**config.mk**
```make
export PLATFORM = sky130hd
export DESIGN_NAME = positional_list_engine
export DESIGN_NICKNAME = d
export VERILOG_FILES = /design/src/rtl/core/plist_pkg.sv /design/src/rtl/core/plist_cell.sv /design/src/rtl/core/positional_list_engine.sv
export SDC_FILE = /design/constraint.sdc
export NUM_CORES = 2
export LEC_CHECK = 0
export BUFFER_PORTS_ARGS = -buffer_cell sky130_fd_sc_hd__buf_2
export CAP_MARGIN = 40
export CORE_ASPECT_RATIO = 0.9
export CORE_MARGIN = 2
export CORE_UTILIZATION = 37
export DETAILED_ROUTE_END_ITERATION = 8
export PLACE_DENSITY = 0.53
export SLEW_MARGIN = 15
export SYNTH_ARGS = -nofsm -noshare
export SYNTH_HDL_FRONTEND = slang
export SYNTH_SLANG_ARGS = --single-unit
```
**constraint.sdc**
```tcl
create_clock -name clk -period 8.85 [get_ports clk]
set_clock_uncertainty 0.1 [all_clocks]
set_input_delay 0.4425 -clock clk [delete_from_list [all_inputs] [get_ports clk]]
set_output_delay 0.4425 -clock clk [all_outputs]
set_load 0.005 [all_outputs]
```
**src/rtl/core/plist_pkg.sv**
```systemverilog
package plist_pkg;

  // List sizing
  localparam int CAPACITY = 16;
  localparam int IDX_W    = (CAPACITY > 1) ? $clog2(CAPACITY) : 1;
  localparam int CNT_W    = $clog2(CAPACITY + 1);

  // Field widths
  localparam int WORD_W   = 32;
  localparam int ACT_W    = 4;
  localparam int POS_W    = 6;
  localparam int ST_W     = 3;
  localparam int FIDX_W   = 4;
  localparam int LEN_W    = 5;
  localparam int MODE_W   = 2;

  // Request actions
  localparam logic [ACT_W-1:0] ACT_APPEND     = 4'd0;
  localparam logic [ACT_W-1:0] ACT_PREPEND    = 4'd1;
  localparam logic [ACT_W-1:0] ACT_INS_AFTER  = 4'd2;
  localparam logic [ACT_W-1:0] ACT_INS_BEFORE = 4'd3;
  localparam logic [ACT_W-1:0] ACT_DEL_HEAD   = 4'd4;
  localparam logic [ACT_W-1:0] ACT_DEL_TAIL   = 4'd5;
  localparam logic [ACT_W-1:0] ACT_DEL_AT     = 4'd6;
  localparam logic [ACT_W-1:0] ACT_SEARCH     = 4'd7;
  localparam logic [ACT_W-1:0] ACT_REVERSE    = 4'd8;
  localparam logic [ACT_W-1:0] ACT_READOUT    = 4'd9;

  // Result status
  localparam logic [ST_W-1:0] ST_OK       = 3'd0;
  localparam logic [ST_W-1:0] ST_EMPTY    = 3'd1;
  localparam logic [ST_W-1:0] ST_BADPOS   = 3'd2;
  localparam logic [ST_W-1:0] ST_NOTFOUND = 3'd3;
  localparam logic [ST_W-1:0] ST_FULL     = 3'd4;

  // Cell chain moves
  //   SHR : slot at pos loads bcast, slots above take from the left
  //   SHL : slots at and above pos take from the right
  //   ROTL: slot at pos loads bcast, slots below take from the right
  localparam logic [MODE_W-1:0] MODE_HOLD = 2'd0;
  localparam logic [MODE_W-1:0] MODE_SHR  = 2'd1;
  localparam logic [MODE_W-1:0] MODE_SHL  = 2'd2;
  localparam logic [MODE_W-1:0] MODE_ROTL = 2'd3;

  typedef struct packed {
    logic [ACT_W-1:0]         action;
    logic signed [WORD_W-1:0] value;
    logic [POS_W-1:0]         position;
  } req_t;

  typedef struct packed {
    logic [ST_W-1:0]          status;
    logic [FIDX_W-1:0]        found_index;
    logic signed [WORD_W-1:0] element;
    logic [LEN_W-1:0]         length;
    logic                     last;
  } rsp_t;

  typedef struct packed {
    logic [MODE_W-1:0]        mode;
    logic [IDX_W-1:0]         pos;
    logic signed [WORD_W-1:0] bcast;
  } cell_cmd_t;

endpackage

```
**src/rtl/core/plist_cell.sv**
```systemverilog
module plist_cell (
  input  logic                                   clk,
  input  logic [plist_pkg::IDX_W-1:0]            slot,
  input  plist_pkg::cell_cmd_t                   cmd,
  input  logic signed [plist_pkg::WORD_W-1:0]    left,
  input  logic signed [plist_pkg::WORD_W-1:0]    right,
  output logic signed [plist_pkg::WORD_W-1:0]    data,
  output logic                                   match
);
  import plist_pkg::*;

  logic signed [WORD_W-1:0] data_next;

  // Select this slot's next word from the broadcast move
  always_comb begin
    data_next = data;
    case (cmd.mode)
      MODE_SHR: begin
        if (slot == cmd.pos) begin
          data_next = cmd.bcast;
        end else if (slot > cmd.pos) begin
          data_next = left;
        end
      end
      MODE_SHL: begin
        if (slot >= cmd.pos) begin
          data_next = right;
        end
      end
      MODE_ROTL: begin
        if (slot == cmd.pos) begin
          data_next = cmd.bcast;
        end else if (slot < cmd.pos) begin
          data_next = right;
        end
      end
      default: begin
        data_next = data;
      end
    endcase
  end

  // Payload word, no reset
  always_ff @(posedge clk) begin
    data <= data_next;
  end

  // Compare against the broadcast word for search
  assign match = (data == cmd.bcast);

endmodule

```
**src/rtl/core/positional_list_engine.sv**
```systemverilog
// Channel  Direction  Handshake              Beat contents
// req      in         req_valid / req_ready  action, value, position
// rsp      out        rsp_valid / rsp_ready  status, found_index, element, length, last
//
// Edits, deletes and search finish in the cycle of acceptance; the result sits in
// the output register on the next cycle. Reverse does length-1 segment rotations
// of the cell chain, one per cycle, the last held while the output stalls.
// Readout gives length beats, one per chain rotation, each held while the output stalls.
// A new request is taken only when the engine is idle and the output register
// is empty or being emptied in the same cycle.
// Synchronous reset clears the element count and control; cell words are not cleared.
module positional_list_engine (
  input  logic              clk,
  input  logic              rst,
  input  logic              req_valid,
  output logic              req_ready,
  input  plist_pkg::req_t   req,
  output logic              rsp_valid,
  input  logic              rsp_ready,
  output plist_pkg::rsp_t   rsp
);
  import plist_pkg::*;

  localparam logic [1:0] S_IDLE = 2'd0;
  localparam logic [1:0] S_REV  = 2'd1;
  localparam logic [1:0] S_READ = 2'd2;

  logic [1:0]               state, state_next;
  logic [CNT_W-1:0]         count, count_next;
  logic [IDX_W-1:0]         step, step_next;
  logic                     rsp_valid_next;
  rsp_t                     rsp_next;
  cell_cmd_t                cmd;

  logic signed [WORD_W-1:0] cell_data [CAPACITY];
  logic [CAPACITY-1:0]      cell_match;

  logic                     out_free, accept;
  logic                     empty, full, pos_bad;
  logic [CNT_W-1:0]         cnt_m1, cnt_m2;
  logic [IDX_W-1:0]         tail_idx, pos_at, pos_m1;
  logic signed [WORD_W-1:0] head, tail;
  logic                     hit;
  logic [IDX_W-1:0]         hit_idx;

  function automatic rsp_t mk_rsp(input logic [ST_W-1:0] st, input logic [IDX_W-1:0] idx,
                                  input logic signed [WORD_W-1:0] elem,
                                  input logic [CNT_W-1:0] len, input logic lst);
    rsp_t r;
    r.status      = st;
    r.found_index = FIDX_W'(idx);
    r.element     = elem;
    r.length      = LEN_W'(len);
    r.last        = lst;
    return r;
  endfunction

  // Chain of cells, one element each, head in slot 0
  for (genvar g = 0; g < CAPACITY; g++) begin : g_cell
    logic signed [WORD_W-1:0] left_w, right_w;
    if (g == 0) begin : g_first
      assign left_w = '0;
    end else begin : g_mid_l
      assign left_w = cell_data[g-1];
    end
    if (g == CAPACITY - 1) begin : g_last
      assign right_w = '0;
    end else begin : g_mid_r
      assign right_w = cell_data[g+1];
    end
    plist_cell u_cell (
      .clk   (clk),
      .slot  (IDX_W'(g)),
      .cmd   (cmd),
      .left  (left_w),
      .right (right_w),
      .data  (cell_data[g]),
      .match (cell_match[g])
    );
  end

  // Derived list facts
  assign cnt_m1   = count - CNT_W'(1);
  assign cnt_m2   = count - CNT_W'(2);
  assign tail_idx = cnt_m1[IDX_W-1:0];
  assign head     = cell_data[0];
  assign tail     = cell_data[tail_idx];
  assign empty    = (count == '0);
  assign full     = (count == CNT_W'(CAPACITY));
  assign pos_bad  = (req.position == '0) || (int'(req.position) > int'(count));
  assign pos_at   = IDX_W'(req.position);
  assign pos_m1   = IDX_W'(req.position - POS_W'(1));

  // First live match, lowest slot wins
  always_comb begin
    hit     = 1'b0;
    hit_idx = '0;
    for (int i = CAPACITY - 1; i >= 0; i--) begin
      if (cell_match[i] && (CNT_W'(i) < count)) begin
        hit     = 1'b1;
        hit_idx = IDX_W'(i);
      end
    end
  end

  assign out_free  = !rsp_valid || rsp_ready;
  assign req_ready = (state == S_IDLE) && out_free;
  assign accept    = req_valid && req_ready;

  // Sequencer: decode requests, drive the chain, build result beats
  always_comb begin
    state_next     = state;
    count_next     = count;
    step_next      = step;
    rsp_valid_next = rsp_valid && !rsp_ready;
    rsp_next       = rsp;
    cmd.mode       = MODE_HOLD;
    cmd.pos        = '0;
    cmd.bcast      = req.value;
    case (state)
      S_IDLE: begin
        if (accept) begin
          rsp_valid_next = 1'b1;
          rsp_next       = mk_rsp(ST_OK, '0, '0, count, 1'b1);
          case (req.action)
            ACT_APPEND, ACT_PREPEND: begin
              if (full) begin
                rsp_next.status = ST_FULL;
              end else begin
                cmd.mode        = MODE_SHR;
                cmd.pos         = (req.action == ACT_APPEND) ? IDX_W'(count) : '0;
                count_next      = count + CNT_W'(1);
                rsp_next.length = LEN_W'(count_next);
              end
            end
            ACT_INS_AFTER, ACT_INS_BEFORE: begin
              if (empty) begin
                rsp_next.status = ST_EMPTY;
              end else if (pos_bad) begin
                rsp_next.status = ST_BADPOS;
              end else if (full) begin
                rsp_next.status = ST_FULL;
              end else begin
                cmd.mode        = MODE_SHR;
                cmd.pos         = (req.action == ACT_INS_AFTER) ? pos_at : pos_m1;
                count_next      = count + CNT_W'(1);
                rsp_next.length = LEN_W'(count_next);
              end
            end
            ACT_DEL_HEAD, ACT_DEL_TAIL: begin
              if (empty) begin
                rsp_next.status = ST_EMPTY;
              end else begin
                cmd.mode        = MODE_SHL;
                cmd.pos         = (req.action == ACT_DEL_HEAD) ? '0 : tail_idx;
                count_next      = cnt_m1;
                rsp_next.length = LEN_W'(count_next);
              end
            end
            ACT_DEL_AT: begin
              if (empty) begin
                rsp_next.status = ST_EMPTY;
              end else if (pos_bad) begin
                rsp_next.status = ST_BADPOS;
              end else begin
                cmd.mode        = MODE_SHL;
                cmd.pos         = pos_m1;
                count_next      = cnt_m1;
                rsp_next.length = LEN_W'(count_next);
              end
            end
            ACT_SEARCH: begin
              if (empty) begin
                rsp_next.status = ST_EMPTY;
              end else if (hit) begin
                rsp_next.found_index = FIDX_W'(hit_idx);
              end else begin
                rsp_next.status = ST_NOTFOUND;
              end
            end
            ACT_REVERSE: begin
              // Lists of fewer than two elements are already reversed
              if (count > CNT_W'(1)) begin
                rsp_valid_next = 1'b0;
                step_next      = '0;
                state_next     = S_REV;
              end
            end
            ACT_READOUT: begin
              if (empty) begin
                rsp_next.status = ST_EMPTY;
              end else begin
                rsp_valid_next = 1'b0;
                step_next      = '0;
                state_next     = S_READ;
              end
            end
            default: begin
              rsp_next.status = ST_OK;
            end
          endcase
        end
      end
      S_REV: begin
        // Rotate the segment from step to the tail right by one
        if ((CNT_W'(step) != cnt_m2) || out_free) begin
          cmd.mode  = MODE_SHR;
          cmd.pos   = step;
          cmd.bcast = tail;
          step_next = step + IDX_W'(1);
          if (CNT_W'(step) == cnt_m2) begin
            rsp_valid_next = 1'b1;
            rsp_next       = mk_rsp(ST_OK, '0, '0, count, 1'b1);
            state_next     = S_IDLE;
          end
        end
      end
      S_READ: begin
        // Show the head, then rotate the whole list left by one
        if (out_free) begin
          cmd.mode       = MODE_ROTL;
          cmd.pos        = tail_idx;
          cmd.bcast      = head;
          step_next      = step + IDX_W'(1);
          rsp_valid_next = 1'b1;
          rsp_next       = mk_rsp(ST_OK, '0, head, count, CNT_W'(step) == cnt_m1);
          if (CNT_W'(step) == cnt_m1) begin
            state_next = S_IDLE;
          end
        end
      end
      default: begin
        state_next = S_IDLE;
      end
    endcase
  end

  // Control registers
  always_ff @(posedge clk) begin
    if (rst) begin
      state     <= S_IDLE;
      count     <= '0;
      step      <= '0;
      rsp_valid <= 1'b0;
    end else begin
      state     <= state_next;
      count     <= count_next;
      step      <= step_next;
      rsp_valid <= rsp_valid_next;
    end
  end

  // Result payload
  always_ff @(posedge clk) begin
    rsp <= rsp_next;
  end

  // Checks
  assert property (@(posedge clk) disable iff (rst) count <= CNT_W'(CAPACITY))
    else $error("element count beyond capacity");

  assert property (@(posedge clk) disable iff (rst)
    (req_valid && req_ready && req.action != ACT_REVERSE && req.action != ACT_READOUT)
    |=> rsp_valid)
    else $error("single-beat request gave no result");

  assert property (@(posedge clk) disable iff (rst)
    (rsp_valid && !rsp.last) |-> (state == S_READ))
    else $error("non-final beat outside readout");

  assert property (@(posedge clk) disable iff (rst)
    !(req_valid && req_ready) |=> $stable(count))
    else $error("count changed without a request");

  assert property (@(posedge clk) disable iff (rst)
    (state != S_IDLE) |-> (cmd.mode != MODE_SHL))
    else $error("delete move issued while sequencing");

endmodule

```
==> flow_summary.yaml <==
setup_path:
  critPathKind: "flop to flop"
  arrival_ps: 8110
  max_stage_delay_ps: 920
  crit_fanout: 20
  critPathMostFrequentCell: "buf_4"
  startpoint_type: "flop"
  cp-end-kind: "flop"
  critPathRequiredTime_ps: 9280
  crit_chain: "inv_1 > ha_1 > xor2_4 > buf_4 > buf_4 > nand3_1 > a41oi_1 > a211o_1 > and3_2 > buf_12 > buf_4 > nor2_1 > nor3_1 > nand4_1 > nor4_1 > nor2_1 > o311ai_1 > a31oi_1 > nor3_1"
  critPathSlowestCell: "nor4_1"
placed_design:
  io_buffers: 92
  dp_hpwl_mm: 215
  placedCellCount: 6324
  gp_congestion: 1.11
  placed_cell_area_um2: 47500
pwr:
  p_leak_nw: 16.9
  ir_drop_uv: 165
  p_per_area_nw_per_um2: 282
sta:
  slew_headroom: 0.232
  setup_viol: 0
  finalSetupTns_ps: 0
  worst_slew_pin_slew_ps: 1120
  hold_viol: 0
  rsz0062_at_grt: "false"
  hold_ws_ps: 93.3
  final_max_slew_viol_count: 0
  period_minus_slack_ps: 7690
  fmax_ghz: 0.130
  finalCritPeriodShare: 0.868
logic_synthesis:
  syn-mean-instance-area_um2: 9.12
  ys_top_cells_by_area: "edfxtp_1 38%, xnor2_1 6.6%, a21oi_1 6.5%"
  yosysWarnings: 0
  synthCells: 4815
  synthXorXnorAreaFrac: 0.0903
  synthesis.area_um2: 43900
  yosys.area.top_type_share: 0.381
  yosysSeqAreaShare: 0.386
  synth_compound_area_frac: 0.240
  synth_fp_nets: 4882
  synth_edf_count: 557
  synthArstFlopShare: 0
  postSynthRegisterBits: 569
  synth.area.mux_share: 0.0905
  synthAdderAreaFrac: 0.00598
  yosys.area_share.simple: 0.132
  synth_top_family_by_area: "compound AO/OA/AOI/OAI gates"
  synthDistinctLibCells: 108
  ys.flop_type: "edfxtp_1"
  yosys.area.top_type: "edfxtp_1"
clock_network:
  insertion_delay_ps: 730
  cts-resized-gates: 0
  cts.sinks: 569
  postCtsSetupRepairBufs: 0
  cts_tree: "built"
  clockBufferDepth: 3
  clkSlewWorstSetupHoldPaths_ps: 60
  cts_root_buf: "clkbuf_16"
  cts_inserted_buffers: 74
  htreeDepth: 3
die:
  top_level_ports: 93
  die_h_um: 331
  chipWidth_um: 367
  rows: 119
  die-area_um2: 121000
  design.core.area_um2: 117000
  initial_utilization: 0.374
finish:
  layoutNonFillerInstCount: 6490
  finalNetCount: 4909
  layout_commonest_cell: "a21oi_1"
  n_fill_cell: 11600
  drive_gt1_frac: 0.160
  fin_area_um2: 50100
  areaGrowthSynthToFinish_pct: 14.1
  layout_common_cells: "559 x a21oi_1, 557 x edfxtp_1, 466 x nand2_1"
global_routing:
  grt_pass1_vias: 41700
  track_usage: 0.462
  grt_max_degree: 65
  gr-total-overflow: 0
  antenna_found_initial: 24
  grt_pass1_wl_mm: 383
route:
  drtAntennaViolNets: 0
  wl_per_cell_um: 44.7
  vias: 47100
  drt_first_pass_iters: 7
  totalWireLength_mm: 290
  vias_per_cell: 7.25
  drc: 0
  drtIter0Drc: 10100
status:
  run_status: "complete, no violations"
hold_path:
  min_path_type: "input port to flop"
job:
  cap_violations: 0
==> power breakdown <==
group | total, mW | switching [mW] | leakage, nW | internal (mW)
Sequential | 4.93 | 1.15 | 5.24 | 3.78
Clock | 3.14 | 1.37 | 1.16 | 1.77
Combinational | 6.03 | 4.17 | 10.5 | 1.86
==> final timing paths <==
path                  from       end  slack [ps]  cells past startpoint
setup reg to reg  count[1]   rsp[39]        1160                     19
setup / recovery  count[1]   rsp[39]        1160                     19
hold reg to reg   state[0]  state[0]         410                      2
hold / removal     req[39]   rsp[44]          90                      2
==> metal layers <==
metal	global-route usage	routed length, um	vias up
li1	-	-	18300
met1	0.605	109000	23100
met2	0.635	113000	4813
met3	0.215	49100	874
met4	0.227	18300	32
met5	0.0196	733	-
==> synth_stat cells, types with 12 or more instances <==
cell and count:
mux2_2 32, nor3_1 45, nand4_1 60, a22o_1 16, o2bb2ai_1 36, dfxtp_1 12
a221oi_1 18, buf_2 74, buf_1 37, nand3_1 77, and2_1 50, mux2i_1 161
xnor2_1 333, o221ai_1 16, a21o_1 14, xor2_1 113, o221a_2 15, a222oi_1 49
clkbuf_1 294, o21ai_0 325, a221o_1 40, nor4_1 86, nor2b_1 21, mux4_2 89
nand2_1 471, edfxtp_1 557, nor2_1 388, buf_4 40, a21oi_1 568, a211oi_1 61
a2111oi_0 23, ha_1 21, o22ai_1 239, inv_1 110, o211ai_1 55, a22oi_1 32
a31oi_1 24
==> state kept, by name, summed over array words and instances, names as in the netlist <==
register            cells
rsp                    45
step                    4
g_cell.u_cell.data    512
rsp_valid               1
count                   5
state                   2
==> critical path, delay by kind of cell (launching register included) <==
family | cells | cell delay [ps]
buf+inv | 5 | 1550
compound gates | 4 | 1420
fa+ha+maj | 1 | 440
xor+xnor | 1 | 650
flops | 1 | 620
simple gates | 8 | 2640
==> area by class of cell <==
type / instances / area, um2 / area share
multi-input combinational: 3677 / 25100 / 0.501
sequential: 569 / 17000 / 0.339
timing repair buffer: 406 / 3240 / 0.0646
clock buffer: 90 / 1980 / 0.0394
tap: 1573 / 1970 / 0.0393
inverter: 114 / 428 / 0.00854
clock inverter: 42 / 393 / 0.00784
antenna: 19 / 47.5 / 0.000949
==> what timing repair did <==
action / CTS / global route
hold buffers: 1 / 0
setup endpoints to repair: 0 / 0
hold endpoints to repair: 5 / 0
==> per-stage QoR <==
stage / worst slack (ps) / util / total power, mW
after floorplan: 2240 / - / 7.34
after global placement: 814 / 0.401 / 10.4
after detailed placement: 1350 / 0.405 / 10.5
after CTS: 1350 / 0.425 / 13.6
after global routing: 1390 / 0.427 / 14.2
final: 1160 / 0.427 / 14.1
==> logic make-up after synthesis <==
| group | after synthesis |
|---|---|
| AOI/OAI and AO/OA | 1650 |
| and+or+nand+nor | 1275 |
| buffers and inverters | 569 |
| DFF | 569 |
| xor gates and xnor gates | 449 |
| muxes | 282 |
| adders and majority gates | 21 |
Power figures use the tool's default switching activity.
